File: config.mk
export PLATFORM = sky130hd
export DESIGN_NAME = rftm_luma
export DESIGN_NICKNAME = d
export VERILOG_FILES = /design/src/hdl/rftm_pkg.sv /design/src/hdl/rftm_luma.sv
export SDC_FILE = /design/constraint.sdc
export NUM_CORES = 1
export LEC_CHECK = 0
export BUFFER_PORTS_ARGS = -buffer_cell sky130_fd_sc_hd__clkbuf_2
export CORE_MARGIN = 5
export CORE_UTILIZATION = 30
export CTS_BUF_LIST = sky130_fd_sc_hd__clkbuf_16
export DETAILED_ROUTE_END_ITERATION = 8
export PLACE_DENSITY_LB_ADDON = 0.15
export RECOVER_POWER = 50
export SYNTH_ARGS = -nofsm -noshare
export SYNTH_HDL_FRONTEND = slang
export SYNTH_SLANG_ARGS = --single-unit
File: constraint.sdc
create_clock -name clk -period 6.4 [get_ports clk]
set_clock_uncertainty 0.1 [all_clocks]
set_input_delay 0.32 -clock clk [delete_from_list [all_inputs] [get_ports clk]]
set_output_delay 0.32 -clock clk [all_outputs]
set_load 0.005 [all_outputs]
File: src/hdl/rftm_pkg.sv
// Shared constants, widths and the gamma table for the filmic tone mapper.
// Used by rftm_lane, rftm_luma and rgbe_filmic_tone_map_core. No dependencies.
`default_nettype none

package rftm_pkg;

  // Fixed-point formats
  localparam int FRAC      = 16;               // fraction bits of channel values
  localparam int GTB       = 10;               // gamma table address bits
  localparam int INT_BITS  = 16;
  localparam int VAL_W     = INT_BITS + FRAC;  // Q16.F channel value
  localparam int GAIN_W    = 24;
  localparam int GAIN_FRAC = 16;
  localparam int GSH_W     = VAL_W + GAIN_W - GAIN_FRAC;
  localparam int EXP_BIAS  = 136;

  localparam logic [GAIN_W-1:0] GAIN_RESET = GAIN_W'(65536);
  localparam logic [VAL_W-1:0]  SAT_MAX    = {VAL_W{1'b1}};
  localparam logic [FRAC-1:0]   K_SIX      = FRAC'(((64'd1 << FRAC) * 6 + 5) / 10);

  // Curve input below 8.0 fits in X_W bits; at or above it the curve is one
  localparam int X_W   = FRAC + 3;
  localparam int SQ_W  = 2 * X_W;
  localparam int ND_W  = 2 * X_W + 9;
  localparam int REM_W = ND_W + 1;
  localparam int T_W   = FRAC + 1;
  localparam logic [T_W-1:0] T_ONE = T_W'(1) << FRAC;

  // Shift of the decode step: e - EXP_BIAS + FRAC
  localparam int SH_W = 10;
  localparam logic signed [SH_W-1:0] SH_OFS = SH_W'(EXP_BIAS - FRAC);

  // Gamma table
  localparam int GIDX_W = GTB + 1;
  localparam int GN     = 1 << GTB;
  localparam int BIG_W  = 144;

  // Lane pipeline: decode, gain, scale, square, num/den, divider, table read
  localparam int LANE_LAT = 5 + (FRAC + 1) + 1;
  localparam int LUMA_LAT = 3;
  localparam int PIPE_LAT = LANE_LAT + LUMA_LAT;

  // Luma divide by 1000 through a reciprocal and one correction step
  localparam int SUM_W      = 18;
  localparam int LUMA_SH    = 22;
  localparam int LUMA_RECIP = (1 << LUMA_SH) / 1000;
  localparam int QE_W       = SUM_W + 13;

  typedef logic [7:0] gamma_lut_t [GN+1];

  // Entry i: largest v in 0..255 with v^9 * GN^5 <= i^5 * 255^9, exact
  function automatic gamma_lut_t build_gamma();
    gamma_lut_t lut;
    logic [BIG_W-1:0] rhs;
    logic [BIG_W-1:0] lhs;
    logic [8:0] v;
    logic [8:0] cand;
    for (int i = 0; i <= GN; i++) begin
      rhs = BIG_W'(1);
      for (int k = 0; k < 5; k++) rhs = rhs * BIG_W'(i);
      for (int k = 0; k < 9; k++) rhs = rhs * BIG_W'(255);
      v = 9'd0;
      for (int b = 7; b >= 0; b--) begin
        cand = v | (9'd1 << b);
        lhs = BIG_W'(1);
        for (int k = 0; k < 9; k++) lhs = lhs * BIG_W'(cand);
        for (int k = 0; k < 5; k++) lhs = lhs * BIG_W'(GN);
        if (lhs <= rhs) v = cand;
      end
      lut[i] = v[7:0];
    end
    return lut;
  endfunction

  localparam gamma_lut_t GAMMA_LUT = build_gamma();

endpackage

`default_nettype wire

File: src/hdl/rftm_luma.sv
// Merge stage: registers the three channel bytes and adds the truncated luma.
// Depends on rftm_pkg. Three pipeline stages, advanced by a shared enable.
`default_nettype none

module rftm_luma
  import rftm_pkg::*;
(
  input  wire logic       clk,
  input  wire logic       en,
  input  wire logic [7:0] red_in,
  input  wire logic [7:0] green_in,
  input  wire logic [7:0] blue_in,
  output logic      [7:0] red_out,
  output logic      [7:0] green_out,
  output logic      [7:0] blue_out,
  output logic      [7:0] luma_out
);

  // Stage A: weighted sum
  logic [SUM_W-1:0] sum_a;
  logic [7:0]       r_a, g_a, b_a;

  always_ff @(posedge clk) begin
    if (en) begin
      sum_a <= SUM_W'(299) * SUM_W'(red_in) + SUM_W'(587) * SUM_W'(green_in)
             + SUM_W'(114) * SUM_W'(blue_in);
      r_a   <= red_in;
      g_a   <= green_in;
      b_a   <= blue_in;
    end
  end

  // Stage B: reciprocal estimate, low by at most one
  logic [QE_W-1:0]  qprod;
  logic [SUM_W-1:0] sum_b;
  logic [7:0]       qe_b;
  logic [7:0]       r_b, g_b, b_b;

  assign qprod = QE_W'(sum_a) * QE_W'(LUMA_RECIP);

  always_ff @(posedge clk) begin
    if (en) begin
      sum_b <= sum_a;
      qe_b  <= 8'(qprod >> LUMA_SH);
      r_b   <= r_a;
      g_b   <= g_a;
      b_b   <= b_a;
    end
  end

  // Stage C: correction and output register
  logic [SUM_W-1:0] rem_b;

  assign rem_b = sum_b - SUM_W'(qe_b) * SUM_W'(1000);

  always_ff @(posedge clk) begin
    if (en) begin
      luma_out  <= (rem_b >= SUM_W'(1000)) ? (qe_b + 8'd1) : qe_b;
      red_out   <= r_b;
      green_out <= g_b;
      blue_out  <= b_b;
    end
  end

endmodule

`default_nettype wire

==> results of run 1 <==
[metrics by stage]
stage | instances | hold slack (ps) | cell area [sq um]
floorplan | 1034 | 300 | 12000
global route | 1701 | 165 | 14000
finish | 1701 | 175 | 14000
global placement | 1664 | 300 | 13300
detailed placement | 1664 | 305 | 13300
CTS | 1696 | 74.0 | 13900
[how the worst max path moves through the flow]
stage	from	to	slack, ps	cells after the start
detailed placement	blue_in[1]	sum_a[17]	-170	27
global placement	blue_in[1]	sum_a[17]	-70	27
finish	qe_b[1]	luma_out[1]	250	26
global route	qe_b[1]	luma_out[1]	0.5	26
CTS	qe_b[2]	luma_out[1]	60	26
floorplan	blue_in[0]	sum_a[17]	320	26
[layout by cell type (no fill, tap or decap), types with 3 or more instances in the layout]
master	netlist	final
a21o_1	14	14
nand3_1	8	8
nor2_1	16	16
fa_1	117	117
inv_1	263	259
inv_2	0	4
a21boi_1	2	3
xnor2_1	32	32
and3_1	6	6
o21ai_0	27	23
inv_8	0	5
o211ai_1	5	5
inv_6	0	5
or2_2	3	3
o21ai_2	1	3
nor3_1	7	7
a211oi_1	8	8
or3_1	4	3
nor2b_1	6	4
o21ai_1	4	5
ha_1	246	241
clkbuf_16	0	17
buf_4	0	50
ha_4	0	4
clkbuf_1	1	25
edfxtp_1	121	121
buf_6	1	3
o21a_1	5	5
clkbuf_2	0	34
a21oi_1	39	37
xor2_1	13	13
nand2_1	18	18
nand2b_1	9	9
a22oi_1	3	3
[registers in the layout, summed over array words and instances (netlist names)]
name / cells
green_out: 8
g_b: 8
red_out: 8
b_a: 8
blue_out: 8
r_b: 8
sum_b: 15
r_a: 8
luma_out: 8
b_b: 8
sum_a: 18
g_a: 8
qe_b: 8
[worst max-delay path, stage by stage, from the launching register on]
cell       delay, ps
edfxtp_1         480
fa_1             610
xor2_1           160
ha_1             260
fa_1             500
inv_1             50
fa_1             490
inv_2             50
ha_4             270
buf_4            120
o21ai_2           60
o21ai_2          190
o2111ai_4        130
buf_4            160
o22ai_2          180
nor2_1            70
xor2_1           180
ha_4             320
o21ai_0           80
nand3b_1          80
o21ai_0          130
a211oi_1         270
o2111ai_1        170
nor3_2           250
buf_4            180
nand2_4           50
mux2_4           290
[per-layer routing]
| metal | routed length [microns] | up-vias |
|---|---|---|
| met2 | 11900 | 63 |
| met3 | 564 | 12 |
| met4 | 204 | 0 |
| met5 | 0 | - |
| met1 | 12400 | 3574 |
| li1 | - | 3745 |
[cell type report]
type	instances	area share, %
Clock buffer	17	3.03
Clock inverter	15	1.06
Inverter	263	7.04
Multi-Input combinational cell	648	53.5
Sequential cell	121	25.9
Tap cell	525	4.69
Timing Repair Buffer	112	4.80
[kinds of logic after synthesis]
logic type | after synthesis | synth area share [%]
XOR/XNOR | 46 | 3.42
AO/OA/AOI/OAI | 139 | 7.79
AND/OR/NAND/NOR | 96 | 4.41
buffers and inverters | 265 | 8.36
adder cells (fa/ha/maj) | 363 | 45.2
multiplexers | 4 | 0.501
flip-flops | 121 | 30.3
[repair_timing]
item | CTS | global route
setup endpoints to repair | 0 | 9
buffers inserted | 0 | 5
gates resized for setup | 0 | 35
==> impl_metrics.py, run 1 <==
metrics = {
    "min_path": {
        "worstHoldPathType": "primary input to flip-flop",
        "min_to": "r_a[7]",
        "min_from": "red_in[7]",
        "min_path_cells": 1,
    },
    "critical_path": {
        "worstReg2RegEnd": "luma_out[1]",
        "cp_data_arrival_time_ps": 6230,
        "reg2reg_slack_ps": 250,
        "r2r-start": "qe_b[1]",
        "cp-end-kind": "flip-flop",
        "cp_max_fo": 6,
        "crit_required_ps": 6480,
        "reg2reg_depth": 26,
        "start_kind": "flip-flop",
        "crit_type": "flip-flop to flip-flop",
    },
    "clock_network": {
        "clk_pin_slew_ps": 60,
        "cts.path.max_buffers": 2,
        "cts_tree": "done",
        "cts_sinks": 121,
        "htreeDepth": 4,
        "cts_made_buffers": 17,
        "clk_latency_ps": 430,
        "holdBufCountCts": 0,
        "root_buffer": "clkbuf_16",
    },
    "timing": {
        "rsz0062_at_grt": "false",
        "finalSetupViolations": 0,
        "worstMarginPinSlew_ps": 2530,
        "relSlewSlack_pct": -68.7,
        "period_share_pct": 96.1,
        "fmax_mhz": 163,
        "maxSlewViolCount": 48,
        "setup_ws_ps": 253,
        "totalNegativeSetupSlack_ps": 0,
        "period_needed_ps": 6150,
        "hold_violations": 0,
    },
    "detailed_routing": {
        "wire_per_inst_microns": 14.7,
        "drc": 0,
        "drt_iter0_markers": 224,
        "vias": 7394,
        "ant_nets": 0,
        "first_pass_iters": 4,
        "via_per_inst": 4.35,
        "drt-total-wl_microns": 25100,
    },
    "yosys": {
        "yosysMostFrequentCell": "inv_1",
        "async_flop_share_pct": 0,
        "postSynthCellCount": 1034,
        "synth_top_area_share_pct": 30.3,
        "post_synth_instance_area_sq_um": 12000,
        "syn-num-nets": 1423,
        "yosysSeqAreaShare_pct": 30.3,
        "synth-edff-count": 121,
        "synth_seq_cells": 121,
        "yosysTopAreaCell": "edfxtp_1",
        "ys_top_cells_by_area": "edfxtp_1 30%, ha_1 26%, fa_1 20%",
        "ys.flop_type": "edfxtp_1",
        "synth_common_cells": "263 x inv_1, 246 x ha_1, 121 x edfxtp_1",
        "yosys_warnings": 0,
        "synth_cell_types": 63,
        "syn_avg_cell_area_sq_um": 11.6,
    },
    "global_routing": {
        "grt_overflow_total": 0,
        "grt_pass1_wl_microns": 41600,
        "grt_pass1_vias": 7954,
        "use_met1_pct": 16.7,
        "grt_usage_pct": 11.9,
        "grt_busiest_layer": "met2",
        "met2_usage_pct": 19.7,
        "antenna_found_initial": 0,
        "grt_max_degree": 76,
        "use_met3_pct": 2.00,
    },
    "floorplanning": {
        "initial_core_util_pct": 30.2,
        "die_y_microns": 210,
        "die_area_sq_um": 44100,
        "pin_count": 58,
        "coreArea_sq_um": 39600,
        "core.rowCount": 73,
        "die_x_microns": 210,
    },
    "cells_and_area": {
        "multi_input_area_sq_um": 7490,
        "diodes": 0,
        "fill_cells": 4030,
        "layout.nets": 1552,
        "area.growth.synth_to_final_pct": 16.9,
        "final_util_pct": 35.4,
        "seq_area_sq_um": 3630,
        "drive_gt1_share_pct": 13.3,
    },
    "status": {
        "status": "finished, violations left",
        "violations": "max-capacitance violations, max-slew violations",
    },
    "flow_run": {
        "max_cap_violations": 1,
    },
    "placement": {
        "dp_slack_ps": -174,
        "portBuffers": 57,
        "hpwl_microns": 21000,
        "gp_congestion": 0.774,
    },
}
Power of run 1 is left out: the tool's default activity adds up to more than one toggle a clock period on the data nets, which glitch-free logic cannot reach.
==> run 2, diff against run 1 <==
--- a/config.mk
+++ b/config.mk
@@ -12,6 +12,7 @@
 export DETAILED_ROUTE_END_ITERATION = 8
 export PLACE_DENSITY_LB_ADDON = 0.15
 export RECOVER_POWER = 50
+export REMOVE_ABC_BUFFERS = 1
 export SYNTH_ARGS = -nofsm -noshare
 export SYNTH_HDL_FRONTEND = slang
 export SYNTH_SLANG_ARGS = --single-unit
==> run 2 against run 1 <==
Net effect: the flow still finishes with violations (max-capacitance violations, max-slew violations); via count is essentially flat; first-iteration DRC count up 23%; maximum frequency fell by 0.21%; largest cell class unchanged; routed wire length is 0.13% higher; count of clock-buffer cells in the layout stayed put.
==> impl_metrics.py, run 2 (synthesis results as in run 1) <==
metrics = {
    "floorplanning": {
        "die_y_microns": 210,
        "coreArea_sq_um": 39600,
        "initial_core_util_pct": 30.2,
        "die_area_sq_um": 44100,
        "pin_count": 58,
        "core.rowCount": 73,
        "die_x_microns": 210,
    },
    "placement": {
        "gp_congestion": 0.800,
        "portBuffers": 57,
        "hpwl_microns": 21000,
    },
    "global_routing": {
        "grt_max_degree": 76,
        "antenna_found_initial": 0,
        "grt_pass1_vias": 7947,
        "grt_pass1_wl_microns": 41500,
        "grt_usage_pct": 11.9,
        "grt_overflow_total": 0,
    },
    "timing": {
        "period_share_pct": 96.3,
        "worstMarginPinSlew_ps": 2520,
        "maxSlewViolCount": 48,
        "period_needed_ps": 6160,
        "totalNegativeSetupSlack_ps": 0,
        "hold_violations": 0,
        "relSlewSlack_pct": -67.9,
        "finalSetupViolations": 0,
        "fmax_mhz": 162,
    },
    "min_path": {
        "worstHoldPathType": "primary input to flip-flop",
        "min_from": "blue_in[5]",
        "min_to": "b_a[5]",
        "min_path_cells": 1,
    },
    "critical_path": {
        "cp_data_arrival_time_ps": 6230,
        "r2r-start": "qe_b[1]",
        "crit_required_ps": 6470,
        "start_kind": "flip-flop",
        "reg2reg_depth": 22,
        "crit_type": "flip-flop to flip-flop",
        "worstReg2RegEnd": "luma_out[1]",
        "reg2reg_slack_ps": 240,
        "cp-end-kind": "flip-flop",
        "cp_max_fo": 5,
    },
    "cells_and_area": {
        "layout_commonest_cell": "inv_1",
        "seq_area_sq_um": 3630,
        "multi_input_area_sq_um": 7430,
        "final_cell_mix": "261 x inv_1, 243 x ha_1, 121 x edfxtp_1",
        "final_util_pct": 35.2,
        "top_register": "sum_a",
        "layout.nets": 1551,
        "largest_register_ff_count": 18,
        "top_regs": "sum_a (18), sum_b (15)",
        "area.growth.synth_to_final_pct": 16.3,
        "drive_gt1_share_pct": 12.9,
        "fill_cells": 4046,
        "diodes": 0,
    },
    "clock_network": {
        "clk_latency_ps": 420,
        "htreeDepth": 4,
        "cts.path.max_buffers": 2,
        "cts_sinks": 121,
        "cts_tree": "done",
        "cts_made_buffers": 17,
        "holdBufCountCts": 0,
        "clk_pin_slew_ps": 60,
        "root_buffer": "clkbuf_16",
    },
    "status": {
        "violations": "max-capacitance violations, max-slew violations",
        "status": "finished, violations left",
    },
    "detailed_routing": {
        "ant_nets": 0,
        "drt_iter0_markers": 275,
        "wire_per_inst_microns": 14.8,
        "drt-total-wl_microns": 25100,
        "first_pass_iters": 4,
        "vias": 7395,
        "drc": 0,
        "via_per_inst": 4.35,
    },
    "flow_run": {
        "max_cap_violations": 1,
    },
}
[run 2: what timing repair did]
item / in CTS / in global routing
buffers inserted: 0 / 6
gates resized for setup: 0 / 24
setup endpoints to repair: 0 / 9
[run 2: worst max-delay path by stage]
stage / startpoint / endpoint / depth (start not counted) / slack [ps]
2_1_floorplan: blue_in[0] / sum_a[17] / 26 / 320
3_3_place_gp: blue_in[0] / sum_a[17] / 27 / -60
3_5_place_dp: blue_in[0] / sum_a[17] / 27 / -170
4_1_cts: qe_b[1] / luma_out[1] / 25 / 70
5_1_grt: qe_b[1] / luma_out[1] / 26 / -10
6_report: qe_b[1] / luma_out[1] / 22 / 240
[run 2: metrics by stage]
stage	hold slack, ps	cells	instance area [sq um]	setup slack [ps]
2_1_floorplan	300	1032	12000	320
3_3_place_gp	301	1662	13300	-61.2
3_5_place_dp	305	1662	13300	-170
4_1_cts	91.0	1694	13900	73.3
5_1_grt	183	1700	13900	-10.5
6_report	198	1700	13900	240
[run 2: final cells by class]
class | instances | area share [%]
timing repair buffer | 111 | 4.77
inverter | 263 | 7.08
multi-input combinational | 648 | 53.3
clock inverter | 15 | 1.03
clock buffer | 17 | 3.05
sequential | 121 | 26.1
tap | 525 | 4.71
[run 2: per-layer routing]
metal | routed length (microns) | vias to the layer above | GRT usage (%)
li1 | - | 3738 | -
met1 | 12400 | 3576 | 16.8
met2 | 11900 | 70 | 19.4
met3 | 542 | 11 | 2.20
met4 | 203 | 0 | 2.41
met5 | 0 | - | 0
[run 2: worst max-delay path: stages, from the launching register on]
cell       delay (ps)
edfxtp_1          460
inv_2              80
fa_1              550
fa_1              440
fa_1              520
fa_1              490
inv_1              60
ha_4              230
buf_4             130
or3_1             360
o2111ai_2         100
nor2b_2           180
xor2_1            160
ha_1              300
o21a_1            230
a221oi_2          260
o21ai_2           120
xnor2_1           210
o2111ai_1         150
nor3_2            250
buf_4             170
nand2_2            70
mux2_4            300
Power of run 2 is left out for the same reason.
